`src/design/double_ended_queue_defines.svh`:
```
// Assertion macros for the deque RTL, used by deq_ctrl.
`ifndef DOUBLE_ENDED_QUEUE_DEFINES_SVH
`define DOUBLE_ENDED_QUEUE_DEFINES_SVH
`ifndef SYNTHESIS
`define DQ_ASSERT(label, expr) \
    label: assert property (@(posedge aclk) disable iff (!aresetn) (expr)) \
        else $error("deque check failed");
`define DQ_ASSERT_NEXT(label, cause, effect) \
    label: assert property (@(posedge aclk) disable iff (!aresetn) (cause) |=> (effect)) \
        else $error("deque sequence check failed");
`else
`define DQ_ASSERT(label, expr)
`define DQ_ASSERT_NEXT(label, cause, effect)
`endif
`endif

```
`src/design/dq_pkg.sv`:
```
// Types, constants and helpers for the double-ended queue.
`default_nettype none
package dq_pkg;

    localparam int DEPTH      = 16;
    localparam int DATA_WIDTH = 32;
    localparam int ADDR_W     = $clog2(DEPTH);
    localparam int CNT_W      = $clog2(DEPTH + 1);

    localparam int VALUE_W      = 32;
    localparam int COUNT_W      = 5;
    localparam int IN_TDATA_W   = 40;
    localparam int OUT_TDATA_W  = 72;

    typedef logic [DATA_WIDTH-1:0] data_t;
    typedef logic [ADDR_W-1:0]     addr_t;
    typedef logic [CNT_W-1:0]      cnt_t;

    typedef enum logic [1:0] {
        MODE_PUSH_FRONT = 2'd0,
        MODE_PUSH_BACK  = 2'd1,
        MODE_POP_FRONT  = 2'd2,
        MODE_POP_BACK   = 2'd3
    } mode_t;

    typedef enum logic [1:0] {
        STATUS_OK        = 2'd0,
        STATUS_UNDERFLOW = 2'd1,
        STATUS_OVERFLOW  = 2'd2
    } status_t;

    typedef enum logic {
        S_IDLE,
        S_RESULT
    } state_t;

    typedef struct packed {
        logic [VALUE_W-1:0] front_value;
        logic [VALUE_W-1:0] back_value;
        logic [COUNT_W-1:0] count;
        logic               empty_res;
        status_t            status;
    } dq_result_t;

    // (head + off) mod DEPTH, valid for head < DEPTH and off <= DEPTH
    function automatic addr_t wrap_add(input addr_t head, input cnt_t off);
        logic [CNT_W:0] sum;
        sum = (CNT_W+1)'(head) + (CNT_W+1)'(off);
        if (sum >= (CNT_W+1)'(DEPTH)) begin
            sum = sum - (CNT_W+1)'(DEPTH);
        end
        return ADDR_W'(sum);
    endfunction

endpackage
`default_nettype wire

```
`src/design/deq_ram.sv`:
```
// Slot memory: one write port, two registered read ports.
`default_nettype none
module deq_ram #(
    parameter int DEPTH_P = 16,
    parameter int WIDTH_P = 32,
    localparam int AW = $clog2(DEPTH_P)
) (
    input  wire logic               aclk,
    input  wire logic               wr_en,
    input  wire logic [AW-1:0]      wr_addr,
    input  wire logic [WIDTH_P-1:0] wr_data,
    input  wire logic               rd_en,
    input  wire logic [AW-1:0]      rd_addr_a,
    input  wire logic [AW-1:0]      rd_addr_b,
    output logic      [WIDTH_P-1:0] rd_data_a,
    output logic      [WIDTH_P-1:0] rd_data_b
);

    logic [WIDTH_P-1:0] mem [DEPTH_P];

    always_ff @(posedge aclk) begin
        if (wr_en) begin
            mem[wr_addr] <= wr_data;
        end
    end

    always_ff @(posedge aclk) begin
        if (rd_en) begin
            rd_data_a <= mem[rd_addr_a];
            rd_data_b <= mem[rd_addr_b];
        end
    end

endmodule
`default_nettype wire

```
`src/design/deq_ctrl.sv`:
```
// Head/count update, slot memory access and result assembly.
`default_nettype none
`include "double_ended_queue_defines.svh"
module deq_ctrl
    import dq_pkg::*;
(
    input  wire logic        aclk,
    input  wire logic        aresetn,
    input  wire logic        in_valid,
    output logic             in_ready,
    input  wire mode_t       in_mode,
    input  wire data_t       in_value,
    output logic             res_valid,
    input  wire logic        res_ready,
    output dq_result_t       res
);

    state_t  state_reg, state_next;
    addr_t   head_reg, head_next;
    cnt_t    cnt_reg, cnt_next;
    status_t status_reg, status_next;
    logic    fwd_front_reg, fwd_front_next;
    logic    fwd_back_reg, fwd_back_next;
    data_t   fwd_data_reg;

    logic    accept;
    logic    full, empty;
    logic    wr_en;
    addr_t   wr_addr;
    addr_t   head_dec, head_inc;
    addr_t   rd_addr_b;
    data_t   rd_data_a, rd_data_b;
    data_t   front_data, back_data;

    assign accept   = in_valid && in_ready;
    assign full     = (cnt_reg == CNT_W'(DEPTH));
    assign empty    = (cnt_reg == '0);
    assign head_dec = (head_reg == '0) ? ADDR_W'(DEPTH - 1) : head_reg - 1'b1;
    assign head_inc = (head_reg == ADDR_W'(DEPTH - 1)) ? '0 : head_reg + 1'b1;

    always_comb begin
        head_next   = head_reg;
        cnt_next    = cnt_reg;
        status_next = STATUS_OK;
        wr_en       = 1'b0;
        wr_addr     = head_dec;
        unique case (in_mode)
            MODE_PUSH_FRONT: begin
                if (full) begin
                    status_next = STATUS_OVERFLOW;
                end else begin
                    wr_en     = accept;
                    head_next = head_dec;
                    cnt_next  = cnt_reg + 1'b1;
                end
            end
            MODE_PUSH_BACK: begin
                wr_addr = wrap_add(head_reg, cnt_reg);
                if (full) begin
                    status_next = STATUS_OVERFLOW;
                end else begin
                    wr_en    = accept;
                    cnt_next = cnt_reg + 1'b1;
                end
            end
            MODE_POP_FRONT: begin
                if (empty) begin
                    status_next = STATUS_UNDERFLOW;
                end else begin
                    head_next = head_inc;
                    cnt_next  = cnt_reg - 1'b1;
                end
            end
            MODE_POP_BACK: begin
                if (empty) begin
                    status_next = STATUS_UNDERFLOW;
                end else begin
                    cnt_next = cnt_reg - 1'b1;
                end
            end
            default: begin
                status_next = STATUS_OK;
            end
        endcase
    end

    assign rd_addr_b = (cnt_next == '0) ? head_next : wrap_add(head_next, cnt_next - 1'b1);

    // the pushed element lands on the front or back address read in the same cycle
    assign fwd_front_next = wr_en && (in_mode == MODE_PUSH_FRONT || cnt_next == CNT_W'(1));
    assign fwd_back_next  = wr_en && (in_mode == MODE_PUSH_BACK || cnt_next == CNT_W'(1));

    deq_ram #(
        .DEPTH_P (DEPTH),
        .WIDTH_P (DATA_WIDTH)
    ) u_ram (
        .aclk      (aclk),
        .wr_en     (wr_en),
        .wr_addr   (wr_addr),
        .wr_data   (in_value),
        .rd_en     (accept),
        .rd_addr_a (head_next),
        .rd_addr_b (rd_addr_b),
        .rd_data_a (rd_data_a),
        .rd_data_b (rd_data_b)
    );

    always_comb begin
        state_next = state_reg;
        unique case (state_reg)
            S_IDLE: begin
                if (in_valid) begin
                    state_next = S_RESULT;
                end
            end
            S_RESULT: begin
                if (res_ready) begin
                    state_next = S_IDLE;
                end
            end
            default: begin
                state_next = S_IDLE;
            end
        endcase
    end

    always_comb begin
        in_ready  = (state_reg == S_IDLE);
        res_valid = (state_reg == S_RESULT);
    end

    always_ff @(posedge aclk) begin
        if (!aresetn) begin
            state_reg     <= S_IDLE;
            head_reg      <= '0;
            cnt_reg       <= '0;
            status_reg    <= STATUS_OK;
            fwd_front_reg <= 1'b0;
            fwd_back_reg  <= 1'b0;
        end else begin
            state_reg <= state_next;
            if (accept) begin
                head_reg      <= head_next;
                cnt_reg       <= cnt_next;
                status_reg    <= status_next;
                fwd_front_reg <= fwd_front_next;
                fwd_back_reg  <= fwd_back_next;
            end
        end
    end

    always_ff @(posedge aclk) begin
        if (accept) begin
            fwd_data_reg <= in_value;
        end
    end

    assign front_data = fwd_front_reg ? fwd_data_reg : rd_data_a;
    assign back_data  = fwd_back_reg  ? fwd_data_reg : rd_data_b;

    always_comb begin
        res.front_value = empty ? '0 : VALUE_W'(front_data);
        res.back_value  = empty ? '0 : VALUE_W'(back_data);
        res.count       = COUNT_W'(cnt_reg);
        res.empty_res   = empty;
        res.status      = status_reg;
    end

    `DQ_ASSERT(a_cnt_range, cnt_reg <= CNT_W'(DEPTH))
    `DQ_ASSERT_NEXT(a_accept_to_result, accept, state_reg == S_RESULT)
    `DQ_ASSERT(a_overflow_full, !res_valid || status_reg != STATUS_OVERFLOW || full)
    `DQ_ASSERT(a_underflow_empty, !res_valid || status_reg != STATUS_UNDERFLOW || empty)
    `DQ_ASSERT_NEXT(a_state_frozen, state_reg == S_RESULT, $stable(cnt_reg) && $stable(head_reg))

endmodule
`default_nettype wire

```
`src/design/deq_out.sv`:
```
// Output register for the result channel.
`default_nettype none
module deq_out
    import dq_pkg::*;
(
    input  wire logic                   aclk,
    input  wire logic                   aresetn,
    input  wire logic                   res_valid,
    output logic                        res_ready,
    input  wire dq_result_t             res,
    output logic                        m_tvalid,
    input  wire logic                   m_tready,
    output logic [OUT_TDATA_W-1:0]      m_tdata
);

    logic       valid_reg;
    dq_result_t data_reg;

    assign res_ready = !valid_reg || m_tready;

    always_ff @(posedge aclk) begin
        if (!aresetn) begin
            valid_reg <= 1'b0;
        end else if (res_ready) begin
            valid_reg <= res_valid;
        end
    end

    always_ff @(posedge aclk) begin
        if (res_ready && res_valid) begin
            data_reg <= res;
        end
    end

    assign m_tvalid = valid_reg;
    assign m_tdata  = {data_reg.status, data_reg.empty_res, data_reg.count,
                       data_reg.back_value, data_reg.front_value};

endmodule
`default_nettype wire

```
`src/design/double_ended_queue.sv`:
```
// Top level of the fixed-capacity double-ended queue.
//
//   channel  dir  tdata fields (low bit up)
//   s_       in   mode[1:0], value[33:2], zero pad [39:34]
//   m_       out  front_value[31:0], back_value[63:32], count[68:64],
//                 empty_res[69], status[71:70]
//
// Each item first updates head/count, writes the slot and issues both reads;
// then the registered read data reaches the output.
// The slot memory is not cleared at reset; head, count, status and state reset.
// With m_tready low, one result waits in the output register and one more
// item is taken, after which s_tready stays low.
`default_nettype none
module double_ended_queue
    import dq_pkg::*;
(
    input  wire logic                  aclk,
    input  wire logic                  aresetn,
    input  wire logic                  s_tvalid,
    output logic                       s_tready,
    input  wire logic [IN_TDATA_W-1:0] s_tdata,   // mode, value
    output logic                       m_tvalid,
    input  wire logic                  m_tready,
    output logic [OUT_TDATA_W-1:0]     m_tdata    // front_value, back_value, count, empty_res, status
);

    mode_t      in_mode;
    data_t      in_value;
    logic       res_valid;
    logic       res_ready;
    dq_result_t res;

    assign in_mode  = mode_t'(s_tdata[1:0]);
    assign in_value = data_t'(s_tdata[VALUE_W+1:2]);

    deq_ctrl u_ctrl (
        .aclk      (aclk),
        .aresetn   (aresetn),
        .in_valid  (s_tvalid),
        .in_ready  (s_tready),
        .in_mode   (in_mode),
        .in_value  (in_value),
        .res_valid (res_valid),
        .res_ready (res_ready),
        .res       (res)
    );

    deq_out u_out (
        .aclk      (aclk),
        .aresetn   (aresetn),
        .res_valid (res_valid),
        .res_ready (res_ready),
        .res       (res),
        .m_tvalid  (m_tvalid),
        .m_tready  (m_tready),
        .m_tdata   (m_tdata)
    );

endmodule
`default_nettype wire
```
`config.mk`:
```
export PLATFORM = sky130hd
export DESIGN_NAME = double_ended_queue
export DESIGN_NICKNAME = d
export VERILOG_FILES = /design/src/design/dq_pkg.sv /design/src/design/deq_ram.sv /design/src/design/deq_ctrl.sv /design/src/design/deq_out.sv /design/src/design/double_ended_queue.sv
export VERILOG_INCLUDE_DIRS = /design/src /design/src/design
export SDC_FILE = /design/constraint.sdc
export NUM_CORES = 1
export LEC_CHECK = 0
export ABC_AREA = 1
export ABC_CLOCK_PERIOD_IN_PS = 5500
export BUFFER_PORTS_ARGS = -buffer_cell sky130_fd_sc_hd__buf_2
export CORE_UTILIZATION = 45
export DETAILED_ROUTE_END_ITERATION = 6
export GPL_ROUTABILITY_DRIVEN = 0
export PLACE_DENSITY = 0.59
export SLEW_MARGIN = 0
export SYNTH_ARGS = -nofsm -noshare
export SYNTH_HDL_FRONTEND = slang
export SYNTH_SLANG_ARGS = --single-unit
export TNS_END_PERCENT = 20
```
`constraint.sdc`:
```
create_clock -name aclk -period 5.5 [get_ports aclk]
set_input_delay 0 -clock aclk [delete_from_list [all_inputs] [get_ports aclk]]
set_output_delay 0 -clock aclk [all_outputs]
set_load 0.005 [all_outputs]
```
After elaboration in Yosys (flattened, before gate mapping)
Memory sizes are Yosys's and may differ from the RTL's. A register that Yosys moved wholly into a read port is not among the register bits. Index checks and enable logic that the tools add are counted.

Register bits: 119. Latch bits: 0. RAM bits: 512. Memory bits (read-only): 0. Output and inout port bits: 74. Memories: 1.

Memory list: u_ctrl.u_ram.mem (words 16, bits a word 32, read ports 2, clocked after memory_dff 2, wr ports 1, RTL line deq_ram.sv:19) `logic [WIDTH_P-1:0] mem [DEPTH_P];`.

Add/subtract/negate cells: 9. Multipliers: 0. Divide/modulo/power cells: 0. $lt $le $gt $ge: 2. Eq/ne operators: 6. Shift operators: 0. Multiplexer cells: 24. Bitwise operators: 1. Reduce and logical (&&, ||, !) cells: 14.

Operators by type and width (count): 32-bit 2-to-1 mux (2); 4-bit 2-to-1 mux (8); 4-bit by 5-bit adder with 6-bit output (2); 6-bit by 5-bit greater-or-equal comparator with 1-bit output (second input constant) (2); 4-bit by 1-bit subtractor with 4-bit output (second input constant) (3); 5-bit logical NOT (2); 5-bit 2-to-1 mux (2); 5-bit case mux with 2 select lines (1); 5-bit by 1-bit subtractor with 5-bit output (second input constant) (2); 4-bit case mux with 2 select lines (1); 1-bit 2-to-1 mux (7); 5-bit by 1-bit adder with 5-bit output (second input constant) (1); 5-bit by 1-bit equality test with 1-bit output (second input constant) (1); 5-bit equality test (second input constant) (1); 4-bit by 1-bit adder with 4-bit output (second input constant) (1); 2-bit equality test (second input constant) (2); 4-bit equality test (second input constant) (1); 1-bit logical AND (4); 4-bit logical NOT (1); 2-bit case mux with 2 select lines (1); 2-bit OR reduction (2); 1-bit logical OR (3); 2-bit by 1-bit equality test with 1-bit output (second input constant) (1); 2-bit logical NOT (1); 4 further kinds (4).

Logic depth before layout (Yosys ltp)
Gate-level depths: netlist of run 1.

Depth in word-level cells: 8. Mapped depth: 24. Mapped depth without buffers: 20.

Modules after synthesis
From an unflattened synthesis of run 1, not the netlist that was laid out.

Cell total of the unflattened synthesis: 3877. Area, all modules: 35286.3 um^2.

By module, submodules not included: deq_ram (instances 1, cells an instance 3317, area each 29311.9 um^2, sequential area each 17296.6 um^2); deq_ctrl (instances 1, cells an instance 481, area each 3761.1 um^2, sequential area each 1241.2 um^2); deq_out (instances 1, cells an instance 79, area each 2213.4 um^2, sequential area each 2182.1 um^2).

Worst setup path before layout of run 1
Ideal clock, no wire load.

Path type: reg2reg. From: register u_ctrl.state_reg, in the netlist u_ctrl.res_valid. To: register u_out.data_reg, in the netlist u_out.m_tdata[0], enable pin. Data arrival time: 3932 ps. Required time: 4972 ps. Path slack: 1040 ps. Cell stages (with the launch flop): 3. Cells stage by stage: dfxtp_1 -> inv_1 -> a21oi_1.

Cells in the longest elaborated chain, start to end: 1.

RTL lines: start, declared (RTL line deq_ctrl.sv:18) `state_t state_reg, state_next;`; start signal, assigned (RTL line deq_ctrl.sv:141) `state_reg <= state_next;`; 1-bit logical AND (RTL line deq_out.sv:30) `if (res_ready && res_valid) begin`; end signal, assigned (RTL line deq_out.sv:31) `data_reg <= res;`; end, declared (RTL line deq_out.sv:17) `dq_result_t data_reg;`.

Every way passes these cells. A chain may end at the register's enable or synchronous reset.

Worst setup path in the final report of run 1
From: register u_ctrl.cnt_reg[1]. To: register u_ctrl.u_ram.rd_data_b[15] (read register of u_ctrl.u_ram.mem), data pin.

Cells in the longest elaborated chain, start to end: 8. Elaborated cells on any way between the ends: 17.

RTL lines: start, declared (RTL line deq_ctrl.sv:20) `cnt_t cnt_reg, cnt_next;`; start signal, assigned (RTL line deq_ctrl.sv:144) `cnt_reg <= cnt_next;`; 5-bit by 1-bit subtractor with 5-bit output (tied with other cells) (RTL line deq_ctrl.sv:71, deq_ctrl.sv:78); 5-bit 2-to-1 mux, on equally long branches; 5-bit case mux with 2 select lines (RTL line deq_ctrl.sv:47) `unique case (in_mode)`; 5-bit by 1-bit subtractor with 5-bit output (RTL line deq_ctrl.sv:87) `assign rd_addr_b = (cnt_next == '0) ? head_next : wrap_add(head_next, cnt_next - 1'b1);`; 4-bit by 5-bit adder with 6-bit output (RTL line dq_pkg.sv:48) `sum = (CNT_W+1)'(head) + (CNT_W+1)'(off);`; 6-bit by 5-bit greater-or-equal comparator with 1-bit output / 4-bit by 1-bit subtractor with 4-bit output (equally long branches) (RTL line dq_pkg.sv:49, dq_pkg.sv:50); 4-bit 2-to-1 mux (RTL line dq_pkg.sv:49) `if (sum >= (CNT_W+1)'(DEPTH)) begin`; 4-bit 2-to-1 mux (*) (RTL line deq_ctrl.sv:87); end, declared (RTL line deq_ram.sv:16) `output logic [WIDTH_P-1:0] rd_data_b`.

Mark *: on every way between the ends. The rest lies on a longest branch, timed or not.

==> metrics.md, run 1 <==
| Metric | Value |
|---|---|
| CTS tree | `yes` |
| Via-per-instance ratio | `5.562` |
| Primary FF master, synth | `edfxtp_1` |
| DP Worst Slack | `962.8 ps` |
| Largest cells by area after synthesis | `edfxtp_1, nand3_1, nand2_1` |
| Final setup violation count | `0` |
| Critical path endpoint category | `register` |
| Number of synthesized flops with an enable pin | `680` |
| Max FFs per register | `512` |
| YS warnings | `0` |
| DRC Markers | `0` |
| Port Buffers | `111` |
| Drt initial violations | `2636` |
| FF-to-FF setup slack | `900 ps` |
| Min cycle time layout | `4597 ps` |
| RSZ-0062 raised after global routing | `no` |
| Synth Area per Inst | `9.711 um^2` |
| Max Freq | `217.5 MHz` |
| Post-layout total power | `18.77 mW` |
| Post-synthesis cell count | `3574` |
| Most common cell in the netlist | `nand3_1` |
| Skew-Pair Late Insertion Delay | `630 ps` |
| Setup TNS Final | `0 ps` |
| Share of the synthesized area in the top cell type | `0.5884` |
| Vias in the first global route | `24940` |
| Fraction of registers with async set/reset | `0` |
| Total wire length | `101200 um` |
| Setup Buffers After CTS | `0` |
| Die X-Extent | `279.7 um` |
| Status | `finished, final reports clean` |
| Routed len/inst | `21.48 um` |
| Reg2Reg Depth | `20` |
| Worst-path clk slew | `60 ps` |
| Post-DP HPWL | `53840 um` |
| Post-CTS Resized | `0` |
| Layout cells sized above 1 | `0.1120` |
| Starting density of the core | `0.4562` |
| Final setup margin | `902.7 ps` |
| Worst slew pin tran | `1180 ps` |
| Arr. time, crit path | `5080 ps` |
| Worst Clk Skew | `23.85 ps` |
| Top cells by count, synth | `nand3_1, edfxtp_1, nand2_1` |
| Post-Syn Nets | `3631` |
| Cell Rows | `101` |
| R2r endpoint | `u_ctrl.u_ram.rd_data_b[15]` |
| Hold Crit Class | `in -> reg` |
| Die area | `0.07824 mm^2` |
| Critical path peak fanout | `18` |
| Worst rel slew slack | `0.2106` |
| Clock Sinks | `695` |
| Fin util | `0.5149` |
| Leak | `15.99 nW` |
| Total CTS buffers | `77` |
| Nets@finish | `3682` |
| Depth of the CTS H-tree | `3` |
| Routed via count | `26200` |
| Largest Register | `u_ctrl.u_ram.mem` |
| # IOs | `118` |
| First-pass GRT wire length | `152600 um` |
| Critical path required time | `5990 ps` |
| # diodes | `0` |
| Unique masters post-synth | `35` |
| Initial antenna violation count | `0` |
| Worst setup path class | `reg -> reg` |
| Remaining Overflow, GRT | `0` |
| CTS root buf | `clkbuf_16` |
| Core area | `0.07608 mm^2` |
| Post-synthesis sequential area ratio | `0.5970` |
| VDD IR max | `0.0004049 V` |
| RR Startpoint | `u_ctrl.cnt_reg[1]` |
| Leading area contributor after synthesis | `edfxtp_1` |
| CTS Buffer Depth | `3` |
| Power per Cell Area | `479.1 mW/mm^2` |
| CP endpoint | `u_ctrl.u_ram.rd_data_b[15]` |
| Antenna viol nets, final | `0` |
| Growth of design area from synthesis to finish | `12.87%` |
| Fin. max-slew vios | `0` |
| Drt first pass iters | `5` |
| Hold Buf Count CTS | `37` |
| Flops & latches, synth | `695` |
| Synthesized area | `0.03471 mm^2` |
| Final hold violation count | `0` |
| Tcrit/Tclk final | `0.8359` |
| Count of max-cap constraint violations | `0` |
| Die height | `279.7 um` |
| Pin count of the biggest net entering global routing | `229` |
| Startpoint Class | `register` |
| CP Launch Point | `u_ctrl.cnt_reg[1]` |
| GRT Util Overall | `0.2590` |
[kinds of logic after synthesis]
family | count (synthesis) | synth area share
compound gates | 429 | 0.07182
xor+xnor | 9 | 0.002271
fa+ha+maj | 13 | 0.005119
buf+inv | 813 | 0.09597
flops | 695 | 0.5970
mux | 64 | 0.02077
simple gates | 1551 | 0.2070
[placed cells by master (no fill, tap or decap), types with 3 or more instances in the layout]
master	Yosys	final
nand2_1	610	606
nand2_2	4	5
nand3_1	820	819
clkbuf_1	62	10
nand3b_1	64	64
mux2_2	64	64
nor2_2	4	3
bufinv_16	0	5
nor2_4	2	20
edfxtp_1	680	680
dlygate4sd3_1	0	37
nand3_4	1	5
inv_2	9	10
buf_12	0	19
clkinv_2	0	12
buf_4	25	56
a21oi_1	143	142
buf_2	142	111
nor2_1	35	18
ha_1	11	11
o211ai_1	132	132
clkbuf_16	0	81
inv_1	553	551
clkinv_1	0	20
o21ai_0	145	145
dfxtp_1	15	13
xor2_1	8	8
[worst max-delay path: stages (launching register included)]
cell	delay, ps
dfxtp_1	500
inv_1	150
ha_1	300
nand3_4	160
nand2_1	130
nand2_1	100
xor2_1	340
ha_1	390
xor2_1	190
ha_1	270
a21oi_1	180
xor2_1	200
inv_1	60
nand2_1	70
nand3_1	60
nand2_1	70
nand2_2	60
inv_2	550
buf_4	430
nand3_1	130
nand2_1	80
[how the worst min path moves through the flow]
stage / start / endpoint / slack (ps) / cells past startpoint
after CTS: aresetn / u_ctrl.head_reg[1] / 200 / 4
after global placement: aresetn / u_ctrl.head_reg[1] / 290 / 3
after detailed placement: aresetn / u_ctrl.head_reg[1] / 300 / 3
after global routing: aresetn / u_ctrl.head_reg[1] / 250 / 4
after floorplan: s_tdata[2] / u_ctrl.fwd_data_reg[0] / 100 / 0
final: aresetn / u_ctrl.head_reg[1] / 220 / 4
[stage by stage]
| stage | instances | cell area, um^2 | hold WS (ps) |
|---|---|---|---|
| 6_report | 4710 | 39170 | 218.0 |
| 2_1_floorplan | 3574 | 34710 | 98.87 |
| 3_5_place_dp | 4539 | 36380 | 295.3 |
| 3_3_place_gp | 4539 | 36380 | 288.8 |
| 5_1_grt | 4710 | 39170 | 247.9 |
| 4_1_cts | 4710 | 39170 | 199.7 |
[layer usage]
layer | global-route usage | vias up | routed length [um]
met5 | 0 | - | 0
met4 | 0.09304 | 0 | 3219
met3 | 0.03461 | 206 | 7266
met2 | 0.4299 | 1054 | 48170
met1 | 0.3476 | 12590 | 42510
li1 | - | 12350 | -
[power breakdown]
part / switching, mW / leakage [nW] / total (mW) / internal [mW]
sequential: 0.135 / 6.34 / 6.50 / 6.36
clock: 2.10 / 1.19 / 5.03 / 2.93
combinational: 4.97 / 8.46 / 7.24 / 2.27
[layout make-up]
type                       count  area, um^2
fill                        6854       36900
sequential                   695       20720
multi-input combinational   2066       10900
inverter                     562        2111
clock buffer                  93        2092
timing repair buffer         223        1727
tap                         1030        1289
clock inverter                41       332.8
Power figures use the tool's default switching activity.
==> run 2, diff against run 1 <==
--- a/config.mk
+++ b/config.mk
@@ -7,12 +7,12 @@
 export NUM_CORES = 1
 export LEC_CHECK = 0
 export ABC_AREA = 1
-export ABC_CLOCK_PERIOD_IN_PS = 5500
+export ABC_CLOCK_PERIOD_IN_PS = 3700
 export BUFFER_PORTS_ARGS = -buffer_cell sky130_fd_sc_hd__buf_2
 export CORE_UTILIZATION = 45
 export DETAILED_ROUTE_END_ITERATION = 6
 export GPL_ROUTABILITY_DRIVEN = 0
-export PLACE_DENSITY = 0.59
+export PLACE_DENSITY = 0.61
 export SLEW_MARGIN = 0
 export SYNTH_ARGS = -nofsm -noshare
 export SYNTH_HDL_FRONTEND = slang
==> constraint.sdc (replaced) <==
create_clock -name aclk -period 3.7 [get_ports aclk]
set_input_delay 0 -clock aclk [delete_from_list [all_inputs] [get_ports aclk]]
set_output_delay 0 -clock aclk [all_outputs]
set_load 0.005 [all_outputs]
==> metrics.md, run 2 (synthesis gave the netlist of run 1 again) <==
| Metric | Value |
|---|---|
| Hold Crit Class | `in -> reg (unchanged)` |
| CTS root buf | `clkbuf_16 (unchanged)` |
| Total CTS buffers | `76 (was 77)` |
| Fin. max-slew vios | `0 (unchanged)` |
| Cell depth of the worst setup path | `21 (was 20)` |
| Pin count of the biggest net entering global routing | `238 (was 229)` |
| GRT Util Overall | `0.2635 (was 0.2590)` |
| Drt first pass iters | `5 (unchanged)` |
| Worst hold stages | `4 (unchanged)` |
| Critical path peak fanout | `12 (was 18)` |
| Top Usage Layer GRT | `met2 (unchanged)` |
| Worst rel slew slack | `0.1973 (was 0.2106)` |
| CTS tree | `yes (unchanged)` |
| Fillers | `6809 (was 6854)` |
| Min cycle time layout | `3464 ps (was 4597 ps)` |
| Critical path endpoint category | `register (unchanged)` |
| Routed via count | `26750 (was 26200)` |
| Worst Clk Skew | `19.59 ps (was 23.85 ps)` |
| WP buf/inv | `5 (was 4)` |
| First-pass GRT wire length | `155900 um (was 152600 um)` |
| Fin util | `0.5235 (was 0.5149)` |
| Post-route cell area | `0.03982 mm^2 (was 0.03917 mm^2)` |
| Remaining Overflow, GRT | `0 (unchanged)` |
| GR Layer Usage met1 | `0.3554 (was 0.3476)` |
| Port Buffers | `111 (unchanged)` |
| VDD IR max | `0.0008142 V (was 0.0004049 V)` |
| Reg2Reg Depth | `21 (was 20)` |
| DRC Markers | `0 (unchanged)` |
| CP dominant cell by count | `nand2_1 (unchanged)` |
| Met2 GRT Util | `0.4307 (was 0.4299)` |
| Final setup violation count | `0 (unchanged)` |
| Initial antenna violation count | `1 (was 0)` |
| Antenna viol nets, final | `0 (unchanged)` |
| Crit-path cells | `inv_1 -> ha_4 -> nand3_4 -> nand2_1 -> nand2_1 -> xor2_1 -> ha_1 -> inv_1 -> buf_4 -> ha_1 -> a21o_1 -> a21oi_1 -> xor2_1 -> nand2_1 -> nand3_1 -> nand2_1 -> nand2_4 -> inv_4 -> clkbuf_16 -> nand3_1 -> nand2_1 (was inv_1 -> ha_1 -> nand3_4 -> nand2_1 -> nand2_1 -> xor2_1 -> ha_1 -> xor2_1 -> ha_1 -> a21oi_1 -> xor2_1 -> inv_1 -> nand2_1 -> nand3_1 -> nand2_1 -> nand2_2 -> inv_2 -> buf_4 -> nand3_1 -> nand2_1)` |
| Commonest non-fill, non-tap cells in the layout | `nand3_1, edfxtp_1, nand2_1 (unchanged)` |
| Core area | `0.07608 mm^2 (unchanged)` |
| Count of max-cap constraint violations | `0 (unchanged)` |
| Largest Register | `u_ctrl.u_ram.mem (unchanged)` |
| Tcrit/Tclk final | `0.9363 (was 0.8359)` |
| Depth of the CTS H-tree | `3 (unchanged)` |
| CP max-delay cell | `dfxtp_1 (was inv_2)` |
| Post-DP HPWL | `56790 um (was 53840 um)` |
| Critical path required time | `4070 ps (was 5990 ps)` |
| Arr. time, crit path | `3840 ps (was 5080 ps)` |
| Via-per-instance ratio | `5.615 (was 5.562)` |
| Layout cells sized above 1 | `0.1238 (was 0.1120)` |
| Status | `finished, final reports clean (unchanged)` |
| Growth of design area from synthesis to finish | `14.74% (was 12.87%)` |
| Startpoint Class | `register (unchanged)` |
| Die area | `0.07824 mm^2 (unchanged)` |
| Die height | `279.7 um (unchanged)` |
| Cell Rows | `101 (unchanged)` |
| Placed Area | `0.03699 mm^2 (was 0.03638 mm^2)` |
| Cell family with most CP delay | `simple AND/OR/NAND/NOR gates (was buffers and inverters)` |
| Layout Cells excl Fill | `4764 (was 4710)` |
| Leak | `16.31 nW (was 15.99 nW)` |
| CTS Buffer Depth | `3 (unchanged)` |
| Clock Sinks | `695 (unchanged)` |
| Starting density of the core | `0.4562 (unchanged)` |
| Met3 Track Usage GR | `0.03987 (was 0.03461)` |
| Vias in the first global route | `25770 (was 24940)` |
| Worst-path clk slew | `60 ps (about the same)` |
| Die X-Extent | `279.7 um (unchanged)` |
| RSZ-0062 raised after global routing | `no (unchanged)` |
| Skew-Pair Late Insertion Delay | `620 ps (was 630 ps)` |
| Commonest non-fill, non-tap cell in the layout | `nand3_1 (unchanged)` |
| Total wire length | `102900 um (was 101200 um)` |
| Drt initial violations | `2854 (was 2636)` |
| Nets@finish | `3740 (was 3682)` |
| Largest stage delay, worst path | `310 ps (was 550 ps)` |
| Max Freq | `288.7 MHz (was 217.5 MHz)` |
| DP Cell Count | `4592 (was 4539)` |
| Max FFs per register | `512 (unchanged)` |
| Worst setup path class | `reg -> reg (unchanged)` |
| Worst slew pin tran | `1204 ps (was 1180 ps)` |
| Final hold violation count | `0 (unchanged)` |
| Power per Cell Area | `706.3 mW/mm^2 (was 479.1 mW/mm^2)` |
| Routed len/inst | `21.59 um (was 21.48 um)` |
| # IOs | `118 (unchanged)` |
## run 2: changes by cell type in the layout (fill, tap and decap cells not counted), moves of 2 or more
cell,delta
clkbuf_1,+8
buf_12,+17
clkinvlp_4,-2
inv_6,-2
buf_6,+3
clkbuf_16,-2
clkinv_1,-4
clkinv_2,-4
clkbuf_8,-2
buf_4,+34
## run 2: area by class of cell
cell class	count	area (um^2)	share of cell area
antenna	1	2.502	0.00006284
clock buffer	96	2019	0.05071
inverter	562	2112	0.05304
timing repair buffer	281	2434	0.06111
tap	1030	1289	0.03236
sequential	695	20720	0.5204
clock inverter	32	305.3	0.007666
multi-input combinational	2067	10940	0.2747
## run 2: worst register-to-register path, cell delays in order (launching register included)
cell	delay [ps]
dfxtp_1	310
inv_1	110
ha_4	190
nand3_4	110
nand2_1	120
nand2_1	70
xor2_1	160
ha_1	290
inv_1	60
buf_4	130
ha_1	280
a21o_1	180
a21oi_1	150
xor2_1	190
nand2_1	100
nand3_1	90
nand2_1	80
nand2_4	150
inv_4	70
clkbuf_16	210
nand3_1	120
nand2_1	50
## run 2: worst paths after layout
check                             from                        end  slack (ps)
setup / recovery     u_ctrl.cnt_reg[0]  u_ctrl.u_ram.rd_data_b[8]         240
hold / removal                 aresetn         u_ctrl.head_reg[2]         250
setup reg to reg     u_ctrl.cnt_reg[0]  u_ctrl.u_ram.rd_data_b[8]         240
hold reg to reg   u_ctrl.status_reg[0]          u_out.m_tdata[70]         440
## run 2: what timing repair did
action | in CTS | in global routing
pin swaps | 1 | 1
cloned | 1 | 1
endpoints found under the hold margin | 555 | 0
hold buffers | 38 | 0
resized for setup | 0 | 13
buffers inserted | 3 | 0
setup endpoints to repair | 29 | 50
## run 2: per-stage QoR
step | worst slack, ps | TNS, ps | hold WS (ps) | power (mW)
2_1_floorplan | -49.07 | -827.7 | 98.87 | 16.81
3_3_place_gp | -94.96 | -1154 | 301.9 | 20.43
3_5_place_dp | -199.0 | -3354 | 316.1 | 20.54
4_1_cts | 106.0 | 0 | 228.6 | 28.01
5_1_grt | 4.482 | 0 | 296.8 | 29.52
6_report | 235.7 | 0 | 253.5 | 28.13
## run 2: power breakdown
part,internal (mW),total [mW],switching (mW)
registers,9.46,9.68,0.223
clock network,4.25,7.31,3.06
logic,3.68,11.1,7.45
## run 2: per-layer routing
metal	vias to the layer above	wire (um)
met5	-	0
met1	12880	43070
li1	12500	-
met3	206	8241
met2	1167	48140
met4	0	3417
